===== config.mk =====
export PLATFORM = sky130hd
export DESIGN_NAME = status_led_pattern_generator
export DESIGN_NICKNAME = d
export VERILOG_FILES = /design/src/design/slpg_pkg.sv /design/src/design/slpg_csr.sv /design/src/design/slpg_core.sv /design/src/design/status_led_pattern_generator.sv
export SDC_FILE = /design/constraint.sdc
export NUM_CORES = 1
export LEC_CHECK = 0
export BUFFER_PORTS_ARGS = -buffer_cell sky130_fd_sc_hd__buf_2
export CORE_MARGIN = 8
export CORE_UTILIZATION = 62
export DETAILED_ROUTE_END_ITERATION = 8
export PLACE_DENSITY = 0.89
export SLEW_MARGIN = 40
export SYNTH_ARGS = -nofsm -noshare
export SYNTH_HDL_FRONTEND = slang
export SYNTH_SLANG_ARGS = --single-unit

===== constraint.sdc =====
create_clock -name clock -period 6.1 [get_ports clock]
set_clock_uncertainty 0.05 [all_clocks]
set_input_delay 0.915 -clock clock [delete_from_list [all_inputs] [get_ports clock]]
set_output_delay 0.915 -clock clock [all_outputs]
set_load 0.01 [all_outputs]

===== src/design/slpg_pkg.sv =====
// shared types and constants for the status led pattern generator
// no dependencies; imported by every module of the block
`default_nettype none

package slpg_pkg;

   localparam int unsigned NOW_WIDTH      = 32;
   localparam int unsigned INTERVAL_WIDTH = 16;
   localparam int unsigned CSR_DATA_WIDTH = 16;
   localparam int unsigned CSR_IDX_WIDTH  = 3;
   localparam int unsigned PULSE_WIDTH    = 11;

   localparam int unsigned PULSE_STEP = 8;

   localparam logic signed [PULSE_WIDTH-1:0] DIM_LIMIT    = 11'sd32;
   localparam logic signed [PULSE_WIDTH-1:0] BRIGHT_LIMIT = 11'sd255;
   localparam logic signed [PULSE_WIDTH:0]   PULSE_MAX    = 12'sd1023;
   localparam logic signed [PULSE_WIDTH:0]   PULSE_MIN    = -12'sd1024;

   localparam logic [7:0] WHEEL_THIRD     = 8'h55;
   localparam logic [7:0] WHEEL_TWO_THIRD = 8'hAA;
   localparam logic [7:0] CHAN_FULL       = 8'hFF;
   localparam logic [7:0] BRIGHT_RESET    = 8'hFF;

   typedef enum logic [1:0] {
      MODE_FIXED  = 2'd0,
      MODE_PULSE  = 2'd1,
      MODE_WHEEL  = 2'd2,
      MODE_UNUSED = 2'd3
   } mode_type;

   typedef enum logic [CSR_IDX_WIDTH-1:0] {
      REG_MODE     = 3'd0,
      REG_ENABLE   = 3'd1,
      REG_RED      = 3'd2,
      REG_GREEN    = 3'd3,
      REG_BLUE     = 3'd4,
      REG_INTERVAL = 3'd5,
      REG_BRIGHT   = 3'd6
   } reg_index_type;

   typedef struct packed {
      logic [1:0]                mode_select;
      logic                      show_enable;
      logic [7:0]                base_red;
      logic [7:0]                base_green;
      logic [7:0]                base_blue;
      logic [INTERVAL_WIDTH-1:0] step_interval;
      logic [7:0]                brightness;
   } cfg_type;

   typedef struct packed {
      logic changed;
      logic blank_set;
      logic blank_clr;
   } cfg_event_type;

   typedef struct packed {
      logic [7:0] red;
      logic [7:0] green;
      logic [7:0] blue;
      logic [7:0] brightness;
   } colour_type;

endpackage

`default_nettype wire


===== src/design/slpg_csr.sv =====
// configuration registers and change detection
// depends on slpg_pkg
`default_nettype none

module slpg_csr
   import slpg_pkg::*;
(
   input  wire logic                      clock,
   input  wire logic                      reset,
   input  wire logic                      csr_wr_en,
   input  wire logic [CSR_IDX_WIDTH-1:0]  csr_index,
   input  wire logic [CSR_DATA_WIDTH-1:0] csr_wdata,
   output cfg_type                        cfg,
   output cfg_event_type                  cfg_event
);

   cfg_type       cfg_ff;
   cfg_type       cfg_in;
   cfg_event_type event_in;

   always_comb begin
      cfg_in   = cfg_ff;
      event_in = '0;
      if (csr_wr_en) begin
         unique case (reg_index_type'(csr_index))
            REG_MODE: begin
               cfg_in.mode_select = csr_wdata[1:0];
               event_in.changed   = (csr_wdata[1:0] != cfg_ff.mode_select);
            end
            REG_ENABLE: begin
               cfg_in.show_enable = csr_wdata[0];
               event_in.changed   = (csr_wdata[0] != cfg_ff.show_enable);
               event_in.blank_set = event_in.changed && !csr_wdata[0];
               event_in.blank_clr = event_in.changed && csr_wdata[0];
            end
            REG_RED: begin
               cfg_in.base_red  = csr_wdata[7:0];
               event_in.changed = (csr_wdata[7:0] != cfg_ff.base_red);
            end
            REG_GREEN: begin
               cfg_in.base_green = csr_wdata[7:0];
               event_in.changed  = (csr_wdata[7:0] != cfg_ff.base_green);
            end
            REG_BLUE: begin
               cfg_in.base_blue = csr_wdata[7:0];
               event_in.changed = (csr_wdata[7:0] != cfg_ff.base_blue);
            end
            REG_INTERVAL: cfg_in.step_interval = csr_wdata[INTERVAL_WIDTH-1:0];
            REG_BRIGHT:   cfg_in.brightness    = csr_wdata[7:0];
            default: ;
         endcase
      end
   end

   always_ff @(posedge clock) begin
      if (reset) begin
         cfg_ff <= '{mode_select: '0, show_enable: 1'b0, base_red: '0, base_green: '0,
                     base_blue: '0, step_interval: '0, brightness: BRIGHT_RESET};
      end else begin
         cfg_ff <= cfg_in;
      end
   end

   assign cfg       = cfg_ff;
   assign cfg_event = event_in;

endmodule

`default_nettype wire


===== src/design/slpg_core.sv =====
// pattern state and combinational step logic: interval check, breathing, colour wheel
// depends on slpg_pkg
`default_nettype none

module slpg_core
   import slpg_pkg::*;
(
   input  wire logic                 clock,
   input  wire logic                 reset,
   input  wire cfg_type              cfg,
   input  wire cfg_event_type        cfg_event,
   input  wire logic                 step,
   input  wire logic [NOW_WIDTH-1:0] now_ms,
   output logic                      emit,
   output colour_type                colour
);

   localparam logic signed [PULSE_WIDTH:0] STEP_POS = (PULSE_WIDTH+1)'(PULSE_STEP);

   logic [NOW_WIDTH-1:0]          last_time_ff, last_time_in;
   logic signed [PULSE_WIDTH-1:0] pulse_ff [3], pulse_in [3];
   logic                          rising_ff, rising_in;
   logic [7:0]                    wheel_pos_ff, wheel_pos_in;
   logic                          update_ff, update_in;
   logic                          reload_ff, reload_in;
   logic                          blank_ff, blank_in;

   logic [NOW_WIDTH-1:0]          elapsed;
   logic signed [PULSE_WIDTH-1:0] pulse_src [3];
   logic signed [PULSE_WIDTH:0]   pulse_sum [3];
   logic signed [PULSE_WIDTH-1:0] pulse_new [3];
   logic [7:0]                    base [3];
   logic [7:0]                    wc;
   logic [7:0]                    wc_off;
   logic [9:0]                    wc3;
   logic [7:0]                    up_ramp, down_ramp;
   logic [7:0]                    wheel_rgb [3];
   logic [7:0]                    pulse_rgb [3];
   logic                          all_bright, all_dim;

   assign base[0] = cfg.base_red;
   assign base[1] = cfg.base_green;
   assign base[2] = cfg.base_blue;

   // breathing step
   always_comb begin
      for (int i = 0; i < 3; i++) begin
         pulse_src[i] = reload_ff ? signed'({3'b000, base[i]}) : pulse_ff[i];
         pulse_sum[i] = rising_ff ? ({pulse_src[i][PULSE_WIDTH-1], pulse_src[i]} + STEP_POS)
                                  : ({pulse_src[i][PULSE_WIDTH-1], pulse_src[i]} - STEP_POS);
         if (pulse_sum[i] > PULSE_MAX) begin
            pulse_new[i] = PULSE_MAX[PULSE_WIDTH-1:0];
         end else if (pulse_sum[i] < PULSE_MIN) begin
            pulse_new[i] = PULSE_MIN[PULSE_WIDTH-1:0];
         end else begin
            pulse_new[i] = pulse_sum[i][PULSE_WIDTH-1:0];
         end
         if (pulse_new[i] < 0) begin
            pulse_rgb[i] = '0;
         end else if (pulse_new[i] > BRIGHT_LIMIT) begin
            pulse_rgb[i] = CHAN_FULL;
         end else begin
            pulse_rgb[i] = pulse_new[i][7:0];
         end
      end
      all_bright = (pulse_new[0] >= BRIGHT_LIMIT) && (pulse_new[1] >= BRIGHT_LIMIT) &&
                   (pulse_new[2] >= BRIGHT_LIMIT);
      all_dim    = (pulse_new[0] <= DIM_LIMIT) && (pulse_new[1] <= DIM_LIMIT) &&
                   (pulse_new[2] <= DIM_LIMIT);
   end

   // colour wheel
   always_comb begin
      wc = CHAN_FULL - wheel_pos_ff;
      if (wc < WHEEL_THIRD) begin
         wc_off = wc;
      end else if (wc < WHEEL_TWO_THIRD) begin
         wc_off = wc - WHEEL_THIRD;
      end else begin
         wc_off = wc - WHEEL_TWO_THIRD;
      end
      wc3       = {2'b00, wc_off} + {1'b0, wc_off, 1'b0};
      up_ramp   = wc3[7:0];
      down_ramp = CHAN_FULL - wc3[7:0];
      if (wc < WHEEL_THIRD) begin
         wheel_rgb[0] = up_ramp;
         wheel_rgb[1] = down_ramp;
         wheel_rgb[2] = '0;
      end else if (wc < WHEEL_TWO_THIRD) begin
         wheel_rgb[0] = down_ramp;
         wheel_rgb[1] = '0;
         wheel_rgb[2] = up_ramp;
      end else begin
         wheel_rgb[0] = '0;
         wheel_rgb[1] = up_ramp;
         wheel_rgb[2] = down_ramp;
      end
   end

   assign elapsed = now_ms - last_time_ff;

   always_comb begin
      last_time_in = last_time_ff;
      pulse_in     = pulse_ff;
      rising_in    = rising_ff;
      wheel_pos_in = wheel_pos_ff;
      update_in    = update_ff;
      reload_in    = reload_ff;
      blank_in     = blank_ff;
      emit         = 1'b0;
      colour       = '0;
      colour.brightness = cfg.brightness;

      if (cfg_event.changed) begin
         update_in = 1'b1;
         reload_in = 1'b1;
      end
      if (cfg_event.blank_set) begin
         blank_in = 1'b1;
      end
      if (cfg_event.blank_clr) begin
         blank_in = 1'b0;
      end

      if (step) begin
         if (!cfg.show_enable) begin
            // blank once after disable
            if (blank_ff) begin
               blank_in = 1'b0;
               emit     = 1'b1;
            end
         end else if (elapsed >= NOW_WIDTH'(cfg.step_interval)) begin
            last_time_in = now_ms;
            case (mode_type'(cfg.mode_select))
               MODE_PULSE: begin
                  pulse_in = pulse_new;
                  if (rising_ff && all_bright) begin
                     rising_in = 1'b0;
                  end else if (!rising_ff && all_dim) begin
                     rising_in = 1'b1;
                  end
                  emit         = 1'b1;
                  colour.red   = pulse_rgb[0];
                  colour.green = pulse_rgb[1];
                  colour.blue  = pulse_rgb[2];
               end
               MODE_WHEEL: begin
                  wheel_pos_in = wheel_pos_ff + 8'd1;
                  emit         = 1'b1;
                  colour.red   = wheel_rgb[0];
                  colour.green = wheel_rgb[1];
                  colour.blue  = wheel_rgb[2];
               end
               default: begin
                  emit         = update_ff;
                  colour.red   = cfg.base_red;
                  colour.green = cfg.base_green;
                  colour.blue  = cfg.base_blue;
               end
            endcase
            if (emit) begin
               update_in = 1'b0;
               reload_in = 1'b0;
            end
         end
      end
   end

   always_ff @(posedge clock) begin
      if (reset) begin
         last_time_ff <= '0;
         pulse_ff     <= '{default: '0};
         rising_ff    <= 1'b0;
         wheel_pos_ff <= '0;
         update_ff    <= 1'b1;
         reload_ff    <= 1'b1;
         blank_ff     <= 1'b0;
      end else begin
         last_time_ff <= last_time_in;
         pulse_ff     <= pulse_in;
         rising_ff    <= rising_in;
         wheel_pos_ff <= wheel_pos_in;
         update_ff    <= update_in;
         reload_ff    <= reload_in;
         blank_ff     <= blank_in;
      end
   end

endmodule

`default_nettype wire


===== src/design/status_led_pattern_generator.sv =====
// Status LED pattern generator. Each transaction on the req_ channel carries a
// millisecond timestamp; when step_interval has passed the selected pattern (fixed
// colour, breathing, colour wheel) takes one step and may return one colour on the
// rsp_ channel. One transaction is accepted per cycle unless the input is stalled; a
// result passes from the input register through the combinational step logic into the
// result register. A result held by a low rsp_ready stalls the input. The user is to
// write configuration through the csr_ port while idle; the block does not enforce it.
// depends on slpg_pkg, slpg_csr, slpg_core
`default_nettype none

module status_led_pattern_generator
   import slpg_pkg::*;
(
   input  wire logic                      clock,
   input  wire logic                      reset,
   input  wire logic                      req_valid,
   output logic                           req_ready,
   input  wire logic [NOW_WIDTH-1:0]      req_now_ms,
   output logic                           rsp_valid,
   input  wire logic                      rsp_ready,
   output logic [7:0]                     rsp_out_red,
   output logic [7:0]                     rsp_out_green,
   output logic [7:0]                     rsp_out_blue,
   output logic [7:0]                     rsp_out_brightness,
   input  wire logic                      csr_wr_en,
   input  wire logic [CSR_IDX_WIDTH-1:0]  csr_index,
   input  wire logic [CSR_DATA_WIDTH-1:0] csr_wdata
);

   cfg_type              cfg;
   cfg_event_type        cfg_event;
   logic                 in_valid_ff, in_valid_in;
   logic [NOW_WIDTH-1:0] now_ff;
   logic                 rsp_valid_ff, rsp_valid_in;
   colour_type           rsp_ff;
   logic                 fire;
   logic                 emit;
   colour_type           colour;

   slpg_csr u_csr (
      .clock     (clock),
      .reset     (reset),
      .csr_wr_en (csr_wr_en),
      .csr_index (csr_index),
      .csr_wdata (csr_wdata),
      .cfg       (cfg),
      .cfg_event (cfg_event)
   );

   slpg_core u_core (
      .clock     (clock),
      .reset     (reset),
      .cfg       (cfg),
      .cfg_event (cfg_event),
      .step      (fire),
      .now_ms    (now_ff),
      .emit      (emit),
      .colour    (colour)
   );

   assign fire         = in_valid_ff && (!rsp_valid_ff || rsp_ready);
   assign req_ready    = !in_valid_ff || fire;
   assign in_valid_in  = req_ready ? req_valid : in_valid_ff;
   assign rsp_valid_in = fire ? emit : (rsp_valid_ff && !rsp_ready);

   always_ff @(posedge clock) begin
      if (reset) begin
         in_valid_ff  <= 1'b0;
         rsp_valid_ff <= 1'b0;
      end else begin
         in_valid_ff  <= in_valid_in;
         rsp_valid_ff <= rsp_valid_in;
      end
   end

   always_ff @(posedge clock) begin
      if (req_valid && req_ready) begin
         now_ff <= req_now_ms;
      end
      if (fire && emit) begin
         rsp_ff <= colour;
      end
   end

   assign rsp_valid          = rsp_valid_ff;
   assign rsp_out_red        = rsp_ff.red;
   assign rsp_out_green      = rsp_ff.green;
   assign rsp_out_blue       = rsp_ff.blue;
   assign rsp_out_brightness = rsp_ff.brightness;

endmodule

`default_nettype wire


==> metrics.yaml <==
global_route:
  overflow: 0
  grt_max_degree: 97
  grt_pass1_vias: 11661
  grt_pass1_wl_um: 58180
  grt_usage: 0.2685
  antenna_found_initial: 0
worst_setup_path:
  path_delay_family: "compound AO/OA/AOI/OAI gates"
  cp_cell_sequence: "inv_1 -> ha_1 -> inv_1 -> fa_1 -> a211o_1 -> a211o_1 -> a21boi_0 -> xnor2_1 -> ha_1 -> a21o_1 -> a21oi_1 -> o211ai_1 -> a221o_1 -> or4_1 -> and4b_1 -> buf_4 -> buf_4 -> nor2_1 -> mux2_1"
  critical_path.max_stage_delay_ps: 490
  worst_ep_arrival_time_ps: 5710
  cp_max_fo: 22
  r2r_setup_slack_ps: 680
  critPathBufInv: 4
  end_kind: "flip-flop"
  critical_path_class: "flip-flop to flip-flop"
  worstPathRequired_ps: 6390
  cp-start-kind: "flip-flop"
  crit_path_top_delay_cell: "or4_1"
placement:
  gp_congestion: 0.9710
  port_buffers: 89
  dpl.cell_count: 1859
  place_ws_ps: 905.1
  place_hpwl_um: 25370
synthesis:
  synth_area_um2: 13050
  syn_nets: 1733
  synth_cells: 1571
  synth_cell_types: 75
  yosysSeqAreaShare: 0.3468
  ys_async_sr_fraction: 0
  synth_seq_cells: 194
  ys.flop_type: "dfxtp_1"
  synth_area_per_cell_um2: 8.305
  yosys_warnings: 0
  synth_enable_flop_cells: 64
routing:
  post_drt_via_cell_ratio: 6.504
  drc: 0
  vias: 12305
  ant_nets: 0
  drt_iter0_markers: 1162
  routedWlPerCell_um: 18.83
  wl_um: 35630
  drt_first_pass_iters: 5
timing:
  hold_viol: 0
  drv_slew: 0
  report.final.setup_viol: 0
  layout_setup_ws_ps: 682.8
  rsz0062_at_grt: "false"
  fmax_mhz: 184.6
  maxSlewHeadroom: 0.4674
  layout_min_cycle_time_ps: 5417
  whs_ps: 384.7
  worst_slew_pin_slew_ps: 798.9
  timing.final.crit_share: 0.8881
  finalSetupTns_ps: 0
pwr:
  irDropWorstVdd_mv: 0.1764
  p_leak_nw: 5.299
  powerDensity_nw_per_um2: 213.2
die:
  design.core.area_um2: 20820
  rows: 53
  pin_count: 90
  die_y_um: 161.1
  die-area_um2: 25940
  die_x_um: 161.1
  initial_core_util: 0.6266
finish:
  fin_nets: 1766
  drive_above_1_share: 0.1181
  fillers: 1650
  antennaDiodeCount: 0
  layoutNonFillerInstCount: 1892
  layout_commonest_cell: "a21oi_1"
  syn_to_final_growth_pct: 9.052
  layout_common_cells: "184 x a21oi_1, 183 x nand2_1, 129 x dfxtp_1"
cts:
  hold_buffers: 0
  cts_sinks: 194
  clkSlewWorstSetupHoldPaths_ps: 80
  cts_inserted_buffers: 17
  clk_latency_ps: 450
  post-cts-setup-buffers: 0
  cts_tree: "built"
  root_buffer: "clkbuf_16"
  clk_path_buf_depth: 2
  ctsResizeCount: 0
  htree_levels: 4
outcome:
  status: "completed"
worst_hold_path:
  min_path_type: "flip-flop to flip-flop"
job:
  drv_cap: 0
[registers in the layout, summed over array words and instances, names as in the netlist]
register             flops
rsp_out_blue             8
u_csr.cfg               51
rsp_out_red              8
rsp_out_brightness       8
now_ff                  32
rsp_valid                1
u_core.update_ff         1
rsp_out_green            8
u_core.rising_ff         1
u_core.blank_ff          1
u_core.last_time_ff     32
u_core.reload_ff         1
in_valid_ff              1
u_core.pulse_ff         33
u_core.wheel_pos_ff      8
[through the flow]
stage | total power [mW] | util | instance area (um2)
finish | 3.033 | 0.6833 | 14230
CTS | 3.021 | 0.6824 | 14210
global placement | 1.841 | 0.6526 | 13590
floorplan | 1.735 | - | 13050
detailed placement | 1.853 | 0.6532 | 13600
global route | 3.128 | 0.6833 | 14230
[worst register-to-register path: cells and delay by family (launching register included)]
kind	cells	cell delay, ps
multiplexers	1	310
AO/OA/AOI/OAI	7	1870
flip-flops	1	390
adder cells (fa/ha/maj)	3	890
XOR/XNOR	1	170
buffers and inverters	4	680
AND/OR/NAND/NOR	3	940
[layout make-up]
cell class | instances | area, um2 | area share
well taps | 275 | 344.1 | 0.02418
clock buffers | 20 | 436.7 | 0.03069
multi-input cells | 1197 | 7835 | 0.5507
clock inverters | 12 | 171.4 | 0.01205
repair buffers | 106 | 583.1 | 0.04098
flip-flops and latches | 194 | 4528 | 0.3182
inverters | 88 | 330.3 | 0.02322
[report_power, final]
group          internal, mW  switching [mW]  total (mW)  leakage (nW)
sequential             1.36          0.0233        1.38          1.60
clock                 0.658           0.531        1.19         0.292
combinational         0.178           0.283       0.461          3.41
total                  2.20           0.838        3.03          5.30
[per-layer routing]
| metal | vias to the layer above | track usage | wire [um] | part of all wire |
|---|---|---|---|---|
| li1 | 5771 | - | - | - |
| met4 | 0 | 0.1254 | 1350 | 0.038 |
| met3 | 103 | 0.04352 | 3056 | 0.086 |
| met1 | 5832 | 0.3362 | 14470 | 0.41 |
| met2 | 599 | 0.4463 | 16750 | 0.47 |
| met5 | - | 0 | 0 | 0 |
[path summary, 6_finish.rpt]
check                             startpoint  depth (start not counted)                endpoint
worst max-delay path               now_ff[0]                         19  u_core.wheel_pos_ff[0]
worst min-delay path            u_csr.cfg[6]                          0   rsp_out_brightness[6]
worst max register to register     now_ff[0]                         19  u_core.wheel_pos_ff[0]
worst min register to register  u_csr.cfg[6]                          0   rsp_out_brightness[6]
[cells in the mapped netlist, drive strengths merged, types with 4 or more instances]
master | n | area share
a2111oi | 5 | 0.0034
a211o | 6 | 0.0040
a211oi | 38 | 0.026
a21boi | 6 | 0.0035
a21o | 30 | 0.017
a21oi | 185 | 0.072
a22oi | 12 | 0.0069
a311oi | 10 | 0.0067
a31oi | 11 | 0.0053
and2 | 10 | 0.0048
and3 | 6 | 0.0029
buf | 20 | 0.0078
clkbuf | 72 | 0.021
dfxtp | 130 | 0.20
edfxtp | 64 | 0.15
fa | 5 | 0.0077
ha | 101 | 0.097
inv | 87 | 0.025
mux2 | 24 | 0.021
mux2i | 26 | 0.020
nand2 | 184 | 0.053
nand2b | 9 | 0.0043
nand3 | 61 | 0.023
nand4 | 16 | 0.0077
nor2 | 81 | 0.023
nor2b | 35 | 0.017
nor3 | 39 | 0.015
o211a | 5 | 0.0038
o211ai | 14 | 0.0081
o21a | 8 | 0.0046
o21ai | 108 | 0.041
o21bai | 6 | 0.0035
o22ai | 20 | 0.0096
o311ai | 4 | 0.0027
o31ai | 8 | 0.0046
or2 | 11 | 0.0053
or3 | 6 | 0.0029
or4 | 13 | 0.0075
xnor2 | 26 | 0.017
xor2 | 27 | 0.018
[kinds of logic (layout without fill, tap and decap cells)]
family	count (synthesis)	after routing	share of synthesized area
mux	50	50	0.04066
xor+xnor	53	53	0.03558
flops	194	194	0.3468
buf+inv	180	226	0.05380
compound gates	503	503	0.2425
simple gates	485	485	0.1762
fa+ha+maj	106	106	0.1045
(Power assumes the default switching activity.)
